**src/rtl/hpva_pkg.sv**
```systemverilog
`default_nettype none
// ============================================================================
// hpva_pkg
// Shared types, codes and helper functions for the pose voting accumulator.
// ============================================================================
package hpva_pkg;

    localparam int ROT_BINS    = 12;
    localparam int DEG_PER_BIN = 30;
    localparam int PAD_R       = ROT_BINS + 2;

    localparam int BASE_BITS  = 20;
    localparam int QDEPTH     = 4;
    localparam int QPTR_BITS  = 2;
    localparam int QCNT_BITS  = 3;
    localparam int CFG_BITS   = 9;
    localparam int CFG_IDX_BITS = 2;

    localparam logic [1:0] ACT_VOTE  = 2'd0;
    localparam logic [1:0] ACT_READ  = 2'd1;
    localparam logic [1:0] ACT_CLEAR = 2'd2;

    localparam logic [1:0] KIND_NONE  = 2'd0;
    localparam logic [1:0] KIND_VOTE  = 2'd1;
    localparam logic [1:0] KIND_READ  = 2'd2;
    localparam logic [1:0] KIND_CLEAR = 2'd3;

    localparam logic [1:0] CFG_OCTAVE_COUNT   = 2'd0;
    localparam logic [1:0] CFG_LARGEST_WIDTH  = 2'd1;
    localparam logic [1:0] CFG_LARGEST_HEIGHT = 2'd2;

    typedef struct packed {
        logic [1:0]  action;
        logic [1:0]  octave_a;
        logic [1:0]  octave_b;
        logic [8:0]  angle_a;
        logic [8:0]  angle_b;
        logic [8:0]  pos_ax;
        logic [7:0]  pos_ay;
        logic [8:0]  pos_bx;
        logic [7:0]  pos_by;
        logic [17:0] bin_address;
    } item_t;

    typedef struct packed {
        logic        accepted;
        logic [15:0] bin_count;
        logic [3:0]  rotation_bin;
        logic [2:0]  scale_bin;
        logic [5:0]  shift_x_bin;
        logic [4:0]  shift_y_bin;
    } result_t;

    typedef struct packed {
        logic [7:0]  str_x;
        logic [13:0] str_y;
    } stride_t;

    typedef struct packed {
        logic [1:0]           kind;
        logic [BASE_BITS-1:0] base;
        logic [3:0]           rot;
        logic [3:0]           sc;
        logic [5:0]           ix;
        logic [4:0]           iy;
        logic [17:0]          bin_address;
    } entry_t;

    function automatic logic [3:0] rot_bin(input logic [8:0] aa, input logic [8:0] ab);
        logic [10:0] v;
        logic [3:0]  r;
        v = 11'(aa) + 11'd1260 - 11'(ab);
        if (v >= 11'd1440) v = v - 11'd1440;
        if (v >= 11'd720)  v = v - 11'd720;
        if (v >= 11'd360)  v = v - 11'd360;
        r = 4'd0;
        for (int k = 1; k < ROT_BINS; k++) begin
            if (v >= 11'(k * DEG_PER_BIN)) r = r + 4'd1;
        end
        return r;
    endfunction

    function automatic logic signed [5:0] div16_trunc(input logic signed [9:0] d);
        logic [9:0] m;
        logic [5:0] q;
        m = d[9] ? 10'(-d) : 10'(d);
        q = {1'b0, m[8:4]};
        return d[9] ? $signed(6'(-q)) : $signed(q);
    endfunction

endpackage
`default_nettype wire

```
**src/rtl/hpva_queue.sv**
```systemverilog
`default_nettype none
// ============================================================================
// hpva_queue
// Short FIFO of decoded words between the front and the back.
// ============================================================================
module hpva_queue (
    input  wire                             clk,
    input  wire                             rst_n,
    input  wire                             push,
    input  hpva_pkg::entry_t                push_entry,
    input  wire                             pop,
    output hpva_pkg::entry_t                head,
    output logic                            empty,
    output logic [hpva_pkg::QCNT_BITS-1:0]  count
);
    import hpva_pkg::*;

    entry_t                 slot_reg [QDEPTH];
    logic [QPTR_BITS-1:0]   wr_ptr_reg;
    logic [QPTR_BITS-1:0]   rd_ptr_reg;
    logic [QCNT_BITS-1:0]   count_reg;

    always_ff @(posedge clk or negedge rst_n)
    begin
        if (!rst_n)
        begin
            wr_ptr_reg <= '0;
            rd_ptr_reg <= '0;
            count_reg  <= '0;
        end
        else
        begin
            if (push)
                wr_ptr_reg <= wr_ptr_reg + 1'b1;
            if (pop)
                rd_ptr_reg <= rd_ptr_reg + 1'b1;
            case ({push, pop})
                2'b10:   count_reg <= count_reg + 1'b1;
                2'b01:   count_reg <= count_reg - 1'b1;
                default: count_reg <= count_reg;
            endcase
        end
    end

    always_ff @(posedge clk)
    begin
        if (push)
            slot_reg[wr_ptr_reg] <= push_entry;
    end

    assign head  = slot_reg[rd_ptr_reg];
    assign empty = (count_reg == '0);
    assign count = count_reg;

    a_no_overflow: assert property (@(posedge clk) disable iff (!rst_n)
        push && !pop |-> count_reg < QCNT_BITS'(QDEPTH))
        else $error("queue written while full");

    a_no_underflow: assert property (@(posedge clk) disable iff (!rst_n)
        pop |-> count_reg != '0)
        else $error("queue read while empty");

endmodule
`default_nettype wire

```
**config.mk**
```make
export PLATFORM = sky130hd
export DESIGN_NAME = hpva_queue
export DESIGN_NICKNAME = d
export VERILOG_FILES = /design/src/rtl/hpva_pkg.sv /design/src/rtl/hpva_queue.sv
export SDC_FILE = /design/constraint.sdc
export NUM_CORES = 1
export LEC_CHECK = 0
export ABC_AREA = 0
export BUFFER_PORTS_ARGS = -buffer_cell sky130_fd_sc_hd__buf_2
export CAP_MARGIN = 20
export CORE_MARGIN = 10
export CORE_UTILIZATION = 55
export DETAILED_ROUTE_END_ITERATION = 8
export HOLD_SLACK_MARGIN = 0.05
export MAX_ROUTING_LAYER = met4
export PLACE_DENSITY = 0.73
export SLEW_MARGIN = 10
export SYNTH_ARGS = -nofsm -noshare
export SYNTH_HDL_FRONTEND = slang
export SYNTH_SLANG_ARGS = --single-unit
```
**constraint.sdc**
```tcl
create_clock -name clk -period 4.8 [get_ports clk]
set_input_delay 1.44 -clock clk [delete_from_list [all_inputs] [get_ports clk]]
set_output_delay 1.44 -clock clk [all_outputs]
set_load 0.005 [all_outputs]
```
==> impl_summary.log <==
INFO  metric outcome = complete, no violations
INFO  metric clk_pin_slew_worst_paths = 0.06 ns
INFO  metric grt_pass1_vias = 4557
INFO  metric timing.setup.critical_path_class = flop to output pin
INFO  metric drive_gt1_share = 45.1%
INFO  metric ys_seq_area_share = 80.9%
INFO  metric fin_setup_tns = 0 ns
INFO  metric slew_headroom = 37.9%
INFO  metric yosys_warnings = 0
INFO  metric detailroute.wirelength.met3 = 1140 um
INFO  metric hold_path_class = flop to flop
INFO  metric syn_avg_cell_area = 26.0 um2
INFO  metric synth_ff_type = sky130_fd_sc_hd__edfxtp_1
INFO  metric worst_ep_arrival_time = 2.39 ns
INFO  metric hold_violations = 0
INFO  metric synth_enable_flop_cells = 236
INFO  metric grt_overflow = 0
INFO  metric power_density = 605 mW/mm2
INFO  metric timing.final.crit_period = 3.83 ns
INFO  metric gr-usage-all-layers = 15.4%
INFO  metric worst_pin_slew = 0.932 ns
INFO  metric rsz0062_at_grt = false
INFO  metric largest_register_ffs = 236
INFO  metric worstSetupStartpointType = flop
INFO  metric mux_contribution_to_synthesized_area = 14.9%
INFO  metric synth-adder-area-share = 0.920%
INFO  metric die_area = 0.0218 mm2
INFO  metric final_cell_area = 0.0105 mm2
INFO  metric cts_setup_buffers = 0
INFO  metric die_h = 148 um
INFO  metric fillers = 1072
INFO  metric die_width = 148 um
INFO  metric tritoncts_num_sinks = 243
INFO  metric setup_violations = 0
INFO  metric std_cell_rows = 46
INFO  metric cts_root_buf = sky130_fd_sc_hd__clkbuf_16
INFO  metric final_nets = 554
INFO  metric postSynthNetCount = 414
INFO  metric drt-initial-drc-count = 224
INFO  metric wl_met2 = 7970 um
INFO  metric floorplan.initialDensity = 56.3%
INFO  metric final_min_period_over_clock_period = 79.7%
INFO  metric io_buffer_count = 125
INFO  metric postSynthCellCount = 345
INFO  metric timing.critical_path.to_type = output pin
INFO  metric final.hold.worst_slack = 0.528 ns
INFO  metric critPathMaxFanout = 34
INFO  metric main_combinational_cell_family_by_area_after_synthesis = multiplexers
INFO  metric clock_tree.buffer_depth = 3
INFO  metric synth-compound-area-share = 0.112%
INFO  metric area.growth.synth_to_final = 17.4%
INFO  metric vias = 3982
INFO  metric top_layer = met4
INFO  metric worst_skew_pair.late_latency = 0.50 ns
INFO  metric wl_per_cell = 22.6 um
INFO  metric multi_input_gate_area = 0.00153 mm2
INFO  metric drt-vias-per-instance = 5.53
INFO  metric netlist.top_cell.by_area = sky130_fd_sc_hd__edfxtp_1
INFO  metric route.antenna.remaining_nets = 0
INFO  metric postCtsHoldBufs = 0
INFO  metric syn_area = 0.00897 mm2
INFO  metric total_area_of_sequential_cells = 0.00727 mm2
INFO  metric netlist_cell_types = 18
INFO  metric power_leakage = 3.65 nW
INFO  metric cts_tree = done
INFO  metric final.setup_skew = 0.00626 ns
INFO  metric power.ir.vdd_worst = 400 uV
INFO  metric cts_made_buffers = 24
INFO  metric grt_pass1_wl = 25600 um
INFO  metric grt_max_degree = 60
INFO  metric wirelength = 16200 um
INFO  metric yosys_register_bits = 243
INFO  metric post_cts.resized_instances = 0
INFO  metric cts_htree_levels = 1
INFO  metric synth_xor_area_share = 0.586%
INFO  metric detailed_place_hpwl = 9720 um
INFO  metric ys_async_sr_fraction = 2.88%
INFO  metric core_area = 0.0159 mm2
INFO  metric most_common_cell_in_the_synthesized_netlist = sky130_fd_sc_hd__edfxtp_1
INFO  metric post_synthesis_simple_gate_area_fraction = 0.502%
INFO  metric layout.core_utilization = 66.1%
INFO  metric finalWeightedCongestion = 0.731
INFO  metric netlist_top_cells_area = sky130_fd_sc_hd__edfxtp_1 (79%), sky130_fd_sc_hd__mux4_2 (15%), sky130_fd_sc_hd__dfrtp_1 (2.0%), sky130_fd_sc_hd__buf_12 (1.3%), sky130_fd_sc_hd__ha_1 (0.70%)
INFO  metric max_cap_violations = 0
INFO  metric maxClockFrequency = 261 MHz
INFO  metric drcViolationCount = 0
INFO  metric grt_antenna_before_repair = 1
INFO  metric placed_area = 0.00977 mm2
INFO  metric synth.top_cell.area_share = 79.0%
INFO  metric worst-endpoint-required = 3.36 ns
INFO  metric wirelength_met1 = 6890 um
INFO  metric slew_viol_final = 0
INFO  metric synthTopCellsByCount = sky130_fd_sc_hd__edfxtp_1 (236), sky130_fd_sc_hd__mux4_2 (58), sky130_fd_sc_hd__dfrtp_1 (7)
INFO  metric drt_pass1_iterations = 4
INFO  metric io_pins = 126
metrics by stage:
step           std cells  total power [mW]  worst slack (ns)
2_1_floorplan        345              4.07              1.54
3_5_place_dp         675              4.69              1.42
3_3_place_gp         675              4.65              1.43
5_1_grt              720              6.70             0.782
4_1_cts              719              6.49             0.877
6_report             720              6.37             0.974
cell families after synthesis:
logic type      Yosys count
flops                   243
mux                      59
buf+inv                  20
simple gates              9
xor+xnor                  6
fa+ha+maj                 6
compound gates            2
area by class of cell:
cell class | count | area share (%)
Sequential cell | 243 | 69.0
Timing Repair Buffer | 128 | 6.39
Clock buffer | 29 | 6.08
Antenna cell | 1 | 0.0238
Inverter | 6 | 0.214
Multi-Input combinational cell | 82 | 14.6
Tap cell | 216 | 2.57
Clock inverter | 15 | 1.19
power breakdown:
part	switching [mW]	internal, mW	leakage [nW]
logic	0.766	0.826	1.02
registers	0.205	2.79	2.25
clock network	0.732	1.06	0.377
per-layer routing:
| metal | GRT usage [%] | up-vias |
|---|---|---|
| li1 | - | 1753 |
| met1 | 19.3 | 2073 |
| met2 | 24.5 | 133 |
| met3 | 4.21 | 23 |
| met4 | 4.11 | 0 |
| met5 | - | - |
final timing paths:
path | start | to | slack [ns] | cells past startpoint
max reg2reg | wr_ptr_reg[1]$_DFFE_PN0P_ | slot_reg[1][31]$_DFFE_PP_ | 2.97 | 3
min reg2reg | count[2]$_DFFE_PN0P_ | count[2]$_DFFE_PN0P_ | 0.53 | 1
max | rd_ptr_reg[0]$_DFFE_PN0P_ | head[54] | 0.97 | 3
max in group asynchronous | rst_n | rd_ptr_reg[0]$_DFFE_PN0P_ | 3.85 | 1
min | count[2]$_DFFE_PN0P_ | count[2]$_DFFE_PN0P_ | 0.53 | 1
min in group asynchronous | rst_n | count[1]$_DFFE_PN0P_ | 0.76 | 1
worst max-delay path, cell delays in order (launching register included):
cell	delay, ns
sky130_fd_sc_hd__dfrtp_4	0.88
sky130_fd_sc_hd__buf_4	0.33
sky130_fd_sc_hd__mux4_2	0.53
sky130_fd_sc_hd__buf_2	0.15
layout by cell type, fill, tap and decap left out:
cell type / n
sky130_fd_sc_hd__o21ai_0: 2
sky130_fd_sc_hd__clkinv_4: 1
sky130_fd_sc_hd__xnor2_1: 2
sky130_fd_sc_hd__mux4_2: 58
sky130_fd_sc_hd__clkbuf_1: 4
sky130_fd_sc_hd__clkbuf_16: 25
sky130_fd_sc_hd__clkinv_2: 6
sky130_fd_sc_hd__fa_1: 1
sky130_fd_sc_hd__diode_2: 1
sky130_fd_sc_hd__dfrtp_4: 1
sky130_fd_sc_hd__inv_1: 6
sky130_fd_sc_hd__bufinv_16: 2
sky130_fd_sc_hd__edfxtp_1: 236
sky130_fd_sc_hd__clkinv_1: 5
sky130_fd_sc_hd__ha_1: 5
sky130_fd_sc_hd__buf_4: 1
sky130_fd_sc_hd__nor2_1: 1
sky130_fd_sc_hd__buf_12: 2
sky130_fd_sc_hd__dfrtp_2: 1
sky130_fd_sc_hd__nor3_1: 1
sky130_fd_sc_hd__and2_4: 4
sky130_fd_sc_hd__xor2_1: 4
sky130_fd_sc_hd__nand2_1: 3
sky130_fd_sc_hd__mux4_1: 1
sky130_fd_sc_hd__dfrtp_1: 5
sky130_fd_sc_hd__clkinvlp_4: 1
sky130_fd_sc_hd__buf_2: 125
(Power assumes the default switching activity.)
