File: src/rtl/hpva_pkg.sv
`default_nettype none
// ============================================================================
// hpva_pkg
// Shared types, codes and helper functions for the pose voting accumulator.
// ============================================================================
package hpva_pkg;

    localparam int ROT_BINS    = 12;
    localparam int DEG_PER_BIN = 30;
    localparam int PAD_R       = ROT_BINS + 2;

    localparam int BASE_BITS  = 20;
    localparam int QDEPTH     = 4;
    localparam int QPTR_BITS  = 2;
    localparam int QCNT_BITS  = 3;
    localparam int CFG_BITS   = 9;
    localparam int CFG_IDX_BITS = 2;

    localparam logic [1:0] ACT_VOTE  = 2'd0;
    localparam logic [1:0] ACT_READ  = 2'd1;
    localparam logic [1:0] ACT_CLEAR = 2'd2;

    localparam logic [1:0] KIND_NONE  = 2'd0;
    localparam logic [1:0] KIND_VOTE  = 2'd1;
    localparam logic [1:0] KIND_READ  = 2'd2;
    localparam logic [1:0] KIND_CLEAR = 2'd3;

    localparam logic [1:0] CFG_OCTAVE_COUNT   = 2'd0;
    localparam logic [1:0] CFG_LARGEST_WIDTH  = 2'd1;
    localparam logic [1:0] CFG_LARGEST_HEIGHT = 2'd2;

    typedef struct packed {
        logic [1:0]  action;
        logic [1:0]  octave_a;
        logic [1:0]  octave_b;
        logic [8:0]  angle_a;
        logic [8:0]  angle_b;
        logic [8:0]  pos_ax;
        logic [7:0]  pos_ay;
        logic [8:0]  pos_bx;
        logic [7:0]  pos_by;
        logic [17:0] bin_address;
    } item_t;

    typedef struct packed {
        logic        accepted;
        logic [15:0] bin_count;
        logic [3:0]  rotation_bin;
        logic [2:0]  scale_bin;
        logic [5:0]  shift_x_bin;
        logic [4:0]  shift_y_bin;
    } result_t;

    typedef struct packed {
        logic [7:0]  str_x;
        logic [13:0] str_y;
    } stride_t;

    typedef struct packed {
        logic [1:0]           kind;
        logic [BASE_BITS-1:0] base;
        logic [3:0]           rot;
        logic [3:0]           sc;
        logic [5:0]           ix;
        logic [4:0]           iy;
        logic [17:0]          bin_address;
    } entry_t;

    function automatic logic [3:0] rot_bin(input logic [8:0] aa, input logic [8:0] ab);
        logic [10:0] v;
        logic [3:0]  r;
        v = 11'(aa) + 11'd1260 - 11'(ab);
        if (v >= 11'd1440) v = v - 11'd1440;
        if (v >= 11'd720)  v = v - 11'd720;
        if (v >= 11'd360)  v = v - 11'd360;
        r = 4'd0;
        for (int k = 1; k < ROT_BINS; k++) begin
            if (v >= 11'(k * DEG_PER_BIN)) r = r + 4'd1;
        end
        return r;
    endfunction

    function automatic logic signed [5:0] div16_trunc(input logic signed [9:0] d);
        logic [9:0] m;
        logic [5:0] q;
        m = d[9] ? 10'(-d) : 10'(d);
        q = {1'b0, m[8:4]};
        return d[9] ? $signed(6'(-q)) : $signed(q);
    endfunction

endpackage
`default_nettype wire

File: src/rtl/hpva_front.sv
`default_nettype none
// ============================================================================
// hpva_front
// Configuration registers, command decode and bin computation; pushes
// classified words into the queue.
// ============================================================================
module hpva_front #(
    parameter int MAX_WIDTH   = 320,
    parameter int MAX_HEIGHT  = 240,
    parameter int MAX_OCTAVES = 4
) (
    input  wire                                 clk,
    input  wire                                 rst_n,
    input  wire                                 start,
    input  hpva_pkg::item_t                     cmd,
    input  wire                                 cfg_we,
    input  wire [hpva_pkg::CFG_IDX_BITS-1:0]    cfg_index,
    input  wire [hpva_pkg::CFG_BITS-1:0]        cfg_data,
    input  wire [hpva_pkg::QCNT_BITS-1:0]       q_count,
    input  wire                                 init_busy,
    output logic                                busy,
    output logic                                push,
    output hpva_pkg::entry_t                    push_entry,
    output hpva_pkg::stride_t                   strides
);
    import hpva_pkg::*;

    logic [2:0]  octave_count_reg;
    logic [8:0]  largest_width_reg;
    logic [7:0]  largest_height_reg;

    logic [2:0]  oc;
    logic [8:0]  wc;
    logic [7:0]  hc;
    logic [5:0]  nx;
    logic [4:0]  ny;
    logic [7:0]  str_x_reg;
    logic [13:0] str_y_reg;

    logic        accept;
    logic [QCNT_BITS-1:0] occupancy;

    logic signed [9:0] dx;
    logic signed [9:0] dy;
    logic signed [5:0] qx;
    logic signed [5:0] qy;
    logic signed [7:0] ix_s;
    logic signed [6:0] iy_s;
    logic        oct_ok;
    logic        shift_ok;
    logic [1:0]  kind_c;
    logic [3:0]  sc_c;

    logic        s1_valid_reg;
    logic [1:0]  s1_kind_reg;
    logic [3:0]  s1_rot_reg;
    logic [3:0]  s1_sc_reg;
    logic [5:0]  s1_ix_reg;
    logic [4:0]  s1_iy_reg;
    logic [17:0] s1_addr_reg;

    logic        s2_valid_reg;
    logic [1:0]  s2_kind_reg;
    logic [3:0]  s2_rot_reg;
    logic [3:0]  s2_sc_reg;
    logic [5:0]  s2_ix_reg;
    logic [4:0]  s2_iy_reg;
    logic [17:0] s2_addr_reg;
    logic [7:0]  s2_part_reg;
    logic [13:0] s2_prod_x_reg;
    logic [18:0] s2_prod_y_reg;

    always_ff @(posedge clk or negedge rst_n) begin
        if (!rst_n)
        begin
            octave_count_reg   <= 3'd4;
            largest_width_reg  <= 9'd320;
            largest_height_reg <= 8'd240;
        end
        else if (cfg_we)
        begin
            case (cfg_index)
                CFG_OCTAVE_COUNT:   octave_count_reg   <= cfg_data[2:0];
                CFG_LARGEST_WIDTH:  largest_width_reg  <= cfg_data[8:0];
                CFG_LARGEST_HEIGHT: largest_height_reg <= cfg_data[7:0];
                default:            ;
            endcase
        end
    end

    always_comb
    begin
        if (octave_count_reg == 3'd0)
            oc = 3'd1;
        else if (32'(octave_count_reg) > MAX_OCTAVES)
            oc = 3'(MAX_OCTAVES);
        else
            oc = octave_count_reg;

        if (largest_width_reg < 9'd16)
            wc = 9'd16;
        else if (32'(largest_width_reg) > MAX_WIDTH)
            wc = 9'(MAX_WIDTH);
        else
            wc = largest_width_reg;

        if (largest_height_reg < 8'd16)
            hc = 8'd16;
        else if (32'(largest_height_reg) > MAX_HEIGHT)
            hc = 8'(MAX_HEIGHT);
        else
            hc = largest_height_reg;

        nx = wc[8:3];
        ny = hc[7:3];
    end

    always_ff @(posedge clk)
    begin
        str_x_reg <= 8'(9'(oc) * 9'd28 + 9'd28);
        str_y_reg <= (14'(oc) * 14'd28 + 14'd28) * (14'(nx) + 14'd2);
    end

    assign strides.str_x = str_x_reg;
    assign strides.str_y = str_y_reg;

    assign occupancy = q_count + QCNT_BITS'(s1_valid_reg) + QCNT_BITS'(s2_valid_reg);
    assign busy      = init_busy || (occupancy >= QCNT_BITS'(QDEPTH));
    assign accept    = start && !busy;

    always_comb
    begin
        dx   = $signed({1'b0, cmd.pos_ax}) - $signed({1'b0, cmd.pos_bx});
        dy   = 10'($signed({1'b0, cmd.pos_ay}) - $signed({1'b0, cmd.pos_by}));
        qx   = div16_trunc(dx);
        qy   = div16_trunc(dy);
        ix_s = $signed({3'b000, nx[5:1]}) + 8'(qx);
        iy_s = $signed({3'b000, ny[4:1]}) + 7'(qy);
        oct_ok   = ({1'b0, cmd.octave_a} < oc) && ({1'b0, cmd.octave_b} < oc);
        shift_ok = !ix_s[7] && (ix_s[6:0] < {1'b0, nx})
                && !iy_s[6] && (iy_s[5:0] < {1'b0, ny});
        sc_c = 4'(oc) + 4'(cmd.octave_a) - 4'(cmd.octave_b);
        case (cmd.action)
            ACT_VOTE:  kind_c = (oct_ok && shift_ok) ? KIND_VOTE : KIND_NONE;
            ACT_READ:  kind_c = KIND_READ;
            ACT_CLEAR: kind_c = KIND_CLEAR;
            default:   kind_c = KIND_NONE;
        endcase
    end

    always_ff @(posedge clk or negedge rst_n)
    begin
        if (!rst_n)
        begin
            s1_valid_reg <= 1'b0;
            s2_valid_reg <= 1'b0;
        end
        else
        begin
            s1_valid_reg <= accept;
            s2_valid_reg <= s1_valid_reg;
        end
    end

    always_ff @(posedge clk)
    begin
        s1_kind_reg <= kind_c;
        s1_rot_reg  <= rot_bin(cmd.angle_a, cmd.angle_b);
        s1_sc_reg   <= sc_c;
        s1_ix_reg   <= ix_s[5:0];
        s1_iy_reg   <= iy_s[4:0];
        s1_addr_reg <= cmd.bin_address;

        s2_kind_reg   <= s1_kind_reg;
        s2_rot_reg    <= s1_rot_reg;
        s2_sc_reg     <= s1_sc_reg;
        s2_ix_reg     <= s1_ix_reg;
        s2_iy_reg     <= s1_iy_reg;
        s2_addr_reg   <= s1_addr_reg;
        s2_part_reg   <= 8'(s1_rot_reg) + 8'(s1_sc_reg) * 8'(PAD_R);
        s2_prod_x_reg <= 14'(s1_ix_reg) * 14'(str_x_reg);
        s2_prod_y_reg <= 19'(s1_iy_reg) * 19'(str_y_reg);
    end

    assign push = s2_valid_reg;

    always_comb
    begin
        push_entry.kind        = s2_kind_reg;
        push_entry.base        = BASE_BITS'(s2_part_reg) + BASE_BITS'(s2_prod_x_reg)
                               + BASE_BITS'(s2_prod_y_reg);
        push_entry.rot         = s2_rot_reg;
        push_entry.sc          = s2_sc_reg;
        push_entry.ix          = s2_ix_reg;
        push_entry.iy          = s2_iy_reg;
        push_entry.bin_address = s2_addr_reg;
    end

endmodule
`default_nettype wire

File: config.mk
export PLATFORM = sky130hd
export DESIGN_NAME = hpva_front
export DESIGN_NICKNAME = d
export VERILOG_FILES = /design/src/rtl/hpva_pkg.sv /design/src/rtl/hpva_front.sv
export SDC_FILE = /design/constraint.sdc
export NUM_CORES = 1
export LEC_CHECK = 0
export ABC_AREA = 1
export BUFFER_PORTS_ARGS = -buffer_cell sky130_fd_sc_hd__buf_2
export CAP_MARGIN = 20
export CORE_AREA = 2 2 206 127
export CTS_CLUSTER_DIAMETER = 120
export DETAILED_ROUTE_END_ITERATION = 10
export DIE_AREA = 0 0 208 129
export PLACE_DENSITY_LB_ADDON = 0.1
export SLEW_MARGIN = 20
export SYNTH_ARGS = -nofsm -noshare
export SYNTH_HDL_FRONTEND = slang
export SYNTH_SLANG_ARGS = --single-unit
export TNS_END_PERCENT = 30
File: constraint.sdc
create_clock -name clk -period 8.75 [get_ports clk]
set_input_delay 1.75 -clock clk [delete_from_list [all_inputs] [get_ports clk]]
set_output_delay 1.75 -clock clk [all_outputs]
set_load 0.05 [all_outputs]
==> qor.yml, run 1 <==
global_route:
  grt_overflow: 0
  grtUsageTotal_pct: 23.3
  grt_pass1_vias: 10800
  grt_pass1_wl_mm: 51.1
  grt_max_degree: 20
  antenna_found_initial: 0
setup_path:
  crit_buf_inv: 9
  slowest_stage: "xnor3_1"
  rr_worst_depth: 26
  r2r-start: "octave_count_reg[2]"
  start_kind: "primary input"
  crit_top_cell: "nand2_1"
  endpoint_kind: "flop"
  worstReg2RegEnd: "str_y_reg[13]"
  worstPathMaxFanout: 8
  r2r_setup_slack_ps: 1790
  critPathTopFamily: "simple AND/OR/NAND/NOR gates"
  critPathKind: "in2reg"
  worstPathRequired_ps: 9090
  arrival_ps: 9110
  slowest_delay_ps: 400
yosys:
  synth-xor-area-share_pct: 6.11
  syn-instance-count: 1749
  synth.distinct_cells: 49
  ys_ff_latch: 151
  synth.area.top_cells: "dfxtp_1, ha_1, fa_1, nand2_1, inv_1"
  synthTopCellsByCount: "nand2_1, inv_1, ha_1, dfxtp_1, nor2_1"
  synthFlopType: "dfxtp_1"
  muxShareOfSynthArea_pct: 0.0738
  synth_top_area_cell: "dfxtp_1"
  yosysWarningCount: 0
  synth_top_area_share_pct: 19.5
  synth_area_per_cell_um2: 7.76
  synth_compound_area_share_pct: 7.06
  ys_seq_area_share_pct: 23.0
  synth_area_mm2: 0.0136
  synth_edf_count: 0
  synth_top_family_by_area: "adder cells"
  async_flop_share_pct: 12.6
  synth_most_common_cell: "nand2_1"
  synthAdderAreaFrac_pct: 30.0
  synth_simple_gate_area_share_pct: 22.5
run:
  cap_violations: 0
routing:
  dr_wl_met3_mm: 1.53
  wl_per_cell_um: 13.0
  vias_per_cell: 4.86
  drt_first_pass_iters: 5
  drtIter0Drc: 633
  finalWirelength_mm: 30.9
  via_count: 11500
  met1_length_mm: 16.6
  post-route-drc-count: 0
  route.met2.wl_mm: 12.5
  highest_layer: "met4"
  final_antenna_net_count: 0
die:
  dieArea_mm2: 0.0268
  start_util_pct: 54.5
  die_h_um: 129
  fp.dieW_um: 208
  num_rows: 45
  io_pins: 178
  core_area_mm2: 0.0249
timing:
  max_freq_mhz: 114
  slew_headroom_pct: 49.0
  post-route-period-util_pct: 100
  setup_violations: 3
  rsz0062_at_grt: "yes"
  fin_skew_ps: 9.60
  worst_slack_ps: -26.1
  period_minus_slack_ps: 8780
  tightest_slew_ps: 760
  slew_viol_final: 0
  finalHoldViolCount: 0
final_layout:
  final_nets: 2392
  fin_area_mm2: 0.0166
  drive_gt1_share_pct: 23.1
  syn2layout_area_growth_pct: 22.6
  diodes: 0
  fillCellCount: 2119
clocking:
  clk_latency_ps: 440
  cts.clk_slew.worst_paths_ps: 70
  cts_inserted_buffers: 17
  cts_tree: "built"
  ctsHtreeMaxLevel: 4
  clock-sinks: 151
  cts_root_buf: "clkbuf_16"
  cts_buffer_depth: 2
worst_hold_path:
  min-delay-start: "s1_addr_reg[3]"
  worstHoldEndpoint: "s2_addr_reg[3]"
  worstHoldPathCells: 0
  holdCritPathClass: "reg2reg"
run_status:
  status: "finished, violations left"
  violations: "negative setup slack"
placed_design:
  place.gp.congestion: 0.883
  hpwl_mm: 25.4
  portBuffers: 173
  dpl_cell_area_mm2: 0.0156
per-stage QoR:
stage | utilization, % | setup TNS, ps | worst slack, ps | instances | hold WS, ps
2_1_floorplan | - | 0 | 25.6 | 1756 | 310
3_3_place_gp | 62.6 | -690 | -244 | 2321 | 310
3_5_place_dp | 62.6 | -1400 | -486 | 2321 | 312
4_1_cts | 64.9 | 0 | 2.87 | 2353 | 322
5_1_grt | 66.8 | -1260 | -433 | 2369 | 333
6_report | 66.8 | -54.2 | -26.1 | 2369 | 320
metal layers:
metal / vias to the layer above / track usage, %
li1: 5964 / -
met1: 5272 / 36.1
met2: 252 / 34.1
met3: 25 / 4.10
met4: 0 / 4.21
met5: - / 0
cell families (layout without fill, tap and decap cells):
| logic type | after synthesis | count (layout) |
|---|---|---|
| multiplexers | 1 | 1 |
| buffers and inverters | 395 | 679 |
| flip-flops | 151 | 151 |
| AND/OR/NAND/NOR | 675 | 675 |
| AO/OA/AOI/OAI | 162 | 162 |
| adder cells (fa/ha/maj) | 270 | 270 |
| other | 2 | 9 |
| XOR/XNOR | 93 | 93 |
layout by cell type (no fill, tap or decap), types with 7 or more instances in the layout:
master	instances
ha_4	10
nor3_1	8
dfxtp_1	132
nand2_4	16
conb_1	9
nand2_1	360
o21ai_0	48
xor2_1	63
ha_1	167
nand3_2	22
clkbuf_16	17
xnor2_1	29
fa_1	91
nand3_1	71
buf_6	7
nor2_4	10
nand3_4	9
dfstp_2	7
nand2_2	43
a21oi_1	67
inv_1	355
nor2_2	9
buf_2	171
o21bai_1	11
nor2_1	92
inv_2	14
buf_4	95
nand4_1	13
dfrtp_1	12
area by class of cell:
class                   instances  area [um2]  share of cell area (%)
multi-input cells            1210        9450                    56.8
flip-flops and latches        151        3130                    18.8
repair buffers                273        1650                    9.91
inverters                     374        1410                    8.49
clock buffers                  18         439                    2.64
well taps                     329         412                    2.48
clock inverters                14         145                   0.873
repair_timing:
item / 4_1_cts / 5_1_grt
resized for setup: 1 / 74
endpoints found under the setup margin: 3 / 3
pin swaps: 3 / 56
buffers inserted: 0 / 16
hold buffers: 0 / 0
worst max path at each step:
stage                        from            end  slack [ps]  cells after the start
after floorplan           cmd[63]  s1_rot_reg[1]          30                     63
after global placement    cmd[52]  s1_rot_reg[1]        -240                     59
after detailed placement  cmd[63]  s1_rot_reg[1]        -490                     64
after CTS                 cmd[63]  s1_rot_reg[1]           3                     64
after global routing      cmd[53]  s1_rot_reg[2]        -430                     61
final                     cmd[53]  s1_rot_reg[3]         -30                     63
Power of run 1 is left out: the tool's default activity adds up to more than one toggle a clock period on the data nets, which glitch-free logic cannot reach.
==> run 2, diff against run 1 <==
CELL_PAD_IN_SITES_DETAIL_PLACEMENT = 1   (was unset)
CELL_PAD_IN_SITES_GLOBAL_PLACEMENT = 1   (was unset)
CORE_AREA = 2 2 230 142   (was 2 2 206 127)
DIE_AREA = 0 0 232 144   (was 0 0 208 129)
==> run 2 against run 1 <==
  * First-iteration DRC count decreased by 15%
  * Register-to-register slack got worse by 300 ps
  * Critical path depth decreased by 1
  * Sequential share of layout area decreased by 0.33 points
  * Utilization decreased by 13 points
  * Via count increased by 4.3%
  * Sequential cell count unchanged
  * Worst setup slack got worse by 77 ps
  * Wire length increased by 26%
  * The run still ends with negative setup slack left
  * Clock-buffer cell count unchanged
  * Fmax decreased by 0.87%
  * Non-clock buffer count increased by 7
==> qor.yml, run 2 (synthesis gave the netlist of run 1 again) <==
run_status:
  status: "finished, violations left"
  violations: "negative setup slack"
final_layout:
  final_cell_mix: "nand2_1, inv_1, buf_2"
  multi_input_area_mm2: 0.00957
  fin_cells: 2473
  fin_area_mm2: 0.0169
  seq_area_mm2: 0.00313
  syn2layout_area_growth_pct: 24.8
  final_nets: 2399
  fillCellCount: 3964
  drive_gt1_share_pct: 24.1
  final_common_cell: "nand2_1"
clocking:
  cts_inserted_buffers: 17
  cts.clk_slew.worst_paths_ps: 70
  cts_buffer_depth: 2
  clk_latency_ps: 440
  ctsHtreeMaxLevel: 4
  cts_tree: "built"
  cts_root_buf: "clkbuf_16"
  clock-sinks: 151
timing:
  post-route-period-util_pct: 101
  tightest_slew_ps: 791
  fin_setup_tns_ps: -239
  period_minus_slack_ps: 8850
  slew_headroom_pct: 47.2
  slew_viol_final: 0
  worst_slack_ps: -103
  rsz0062_at_grt: "yes"
  finalHoldViolCount: 0
  setup_violations: 3
  fin_skew_ps: 13.6
  max_freq_mhz: 113
routing:
  vias_per_cell: 4.86
  drt_first_pass_iters: 6
  final_antenna_net_count: 0
  wl_per_cell_um: 15.7
  finalWirelength_mm: 38.8
  post-route-drc-count: 0
  via_count: 12000
  drtIter0Drc: 535
setup_path:
  arrival_ps: 9170
  r2r_setup_slack_ps: 1490
  crit_top_cell: "nand2_2"
  critPathKind: "in2reg"
  rr_worst_depth: 27
  r2r-start: "octave_count_reg[2]"
  worstPathRequired_ps: 9070
  worstReg2RegEnd: "str_y_reg[13]"
  slowest_delay_ps: 340
  endpoint_kind: "flop"
  worstPathMaxFanout: 8
  slowest_stage: "fa_2"
  crit_start: "cmd[62]"
  start_kind: "primary input"
die:
  fp.dieW_um: 232
  num_rows: 51
  io_pins: 178
  dieArea_mm2: 0.0334
  core_area_mm2: 0.0316
  start_util_pct: 42.9
  die_h_um: 144
global_route:
  grt_pass1_wl_mm: 62.9
  grt_overflow: 0
  grt_pass1_vias: 12700
  antenna_found_initial: 2
  grt_max_degree: 20
  grtUsageTotal_pct: 23.5
placed_design:
  place.gp.congestion: 0.853
  dp_cells: 2421
  portBuffers: 173
  hpwl_mm: 32.1
  dpl_cell_area_mm2: 0.0157
worst_hold_path:
  min-delay-start: "s1_addr_reg[1]"
  worstHoldEndpoint: "s2_addr_reg[1]"
  holdCritPathClass: "reg2reg"
  worstHoldPathCells: 0
run:
  cap_violations: 0
## run 2: cell types whose count changed in the layout (fill, tap and decap cells not counted), sizes merged
cell / delta
buf: +7
clkinv: -2
diode: +2
inv: +2
## run 2: per-stage QoR
step	hold WS [ps]	setup slack (ps)	util, %
after global placement	310	-390	49.8
final	324	-103	53.6
after detailed placement	314	-715	49.8
after floorplan	310	25.6	-
after CTS	327	-0.210	52.1
after global routing	331	-548	53.6
## run 2: routing by layer
layer	GRT usage (%)	vias to the layer above	share of wire (%)	wire length [um]
met4	5.13	0	1.0	401
met3	3.06	33	3.0	1160
li1	-	5963	-	-
met1	33.6	5840	51	19700
met2	38.1	171	45	17600
met5	0	-	0	0
## run 2: worst max-delay path by stage
| stage | slack [ps] | end | depth (start not counted) |
|---|---|---|---|
| finish | -100 | s1_rot_reg[1] | 62 |
| global route | -550 | s1_rot_reg[2] | 66 |
| CTS | -0.2 | s1_rot_reg[1] | 67 |
| detailed placement | -720 | s1_rot_reg[1] | 64 |
| global placement | -390 | s1_rot_reg[1] | 59 |
| floorplan | 30 | s1_rot_reg[1] | 63 |
## run 2: what timing repair did
item	CTS	global route
setup buffers	5	13
gates resized for setup	20	84
hold buffers	0	0
cloned	0	0
setup endpoints to repair	3	3
pin swaps	15	57
## run 2: critical path: cells and delay by family
kind	cells	cell delay (ps)
AO/OA/AOI/OAI	4	570
AND/OR/NAND/NOR	40	3850
adder cells (fa/ha/maj)	10	2350
buffers and inverters	8	620
## run 2: final cells by class
class | instances | share of cell area, %
Inverter | 374 | 8.34
Timing Repair Buffer | 280 | 10.1
Antenna cell | 2 | 0.0296
Sequential cell | 151 | 18.5
Clock buffer | 18 | 2.59
Tap cell | 424 | 3.13
Multi-Input combinational cell | 1210 | 56.5
Clock inverter | 14 | 0.828
Power of run 2 is left out for the same reason.
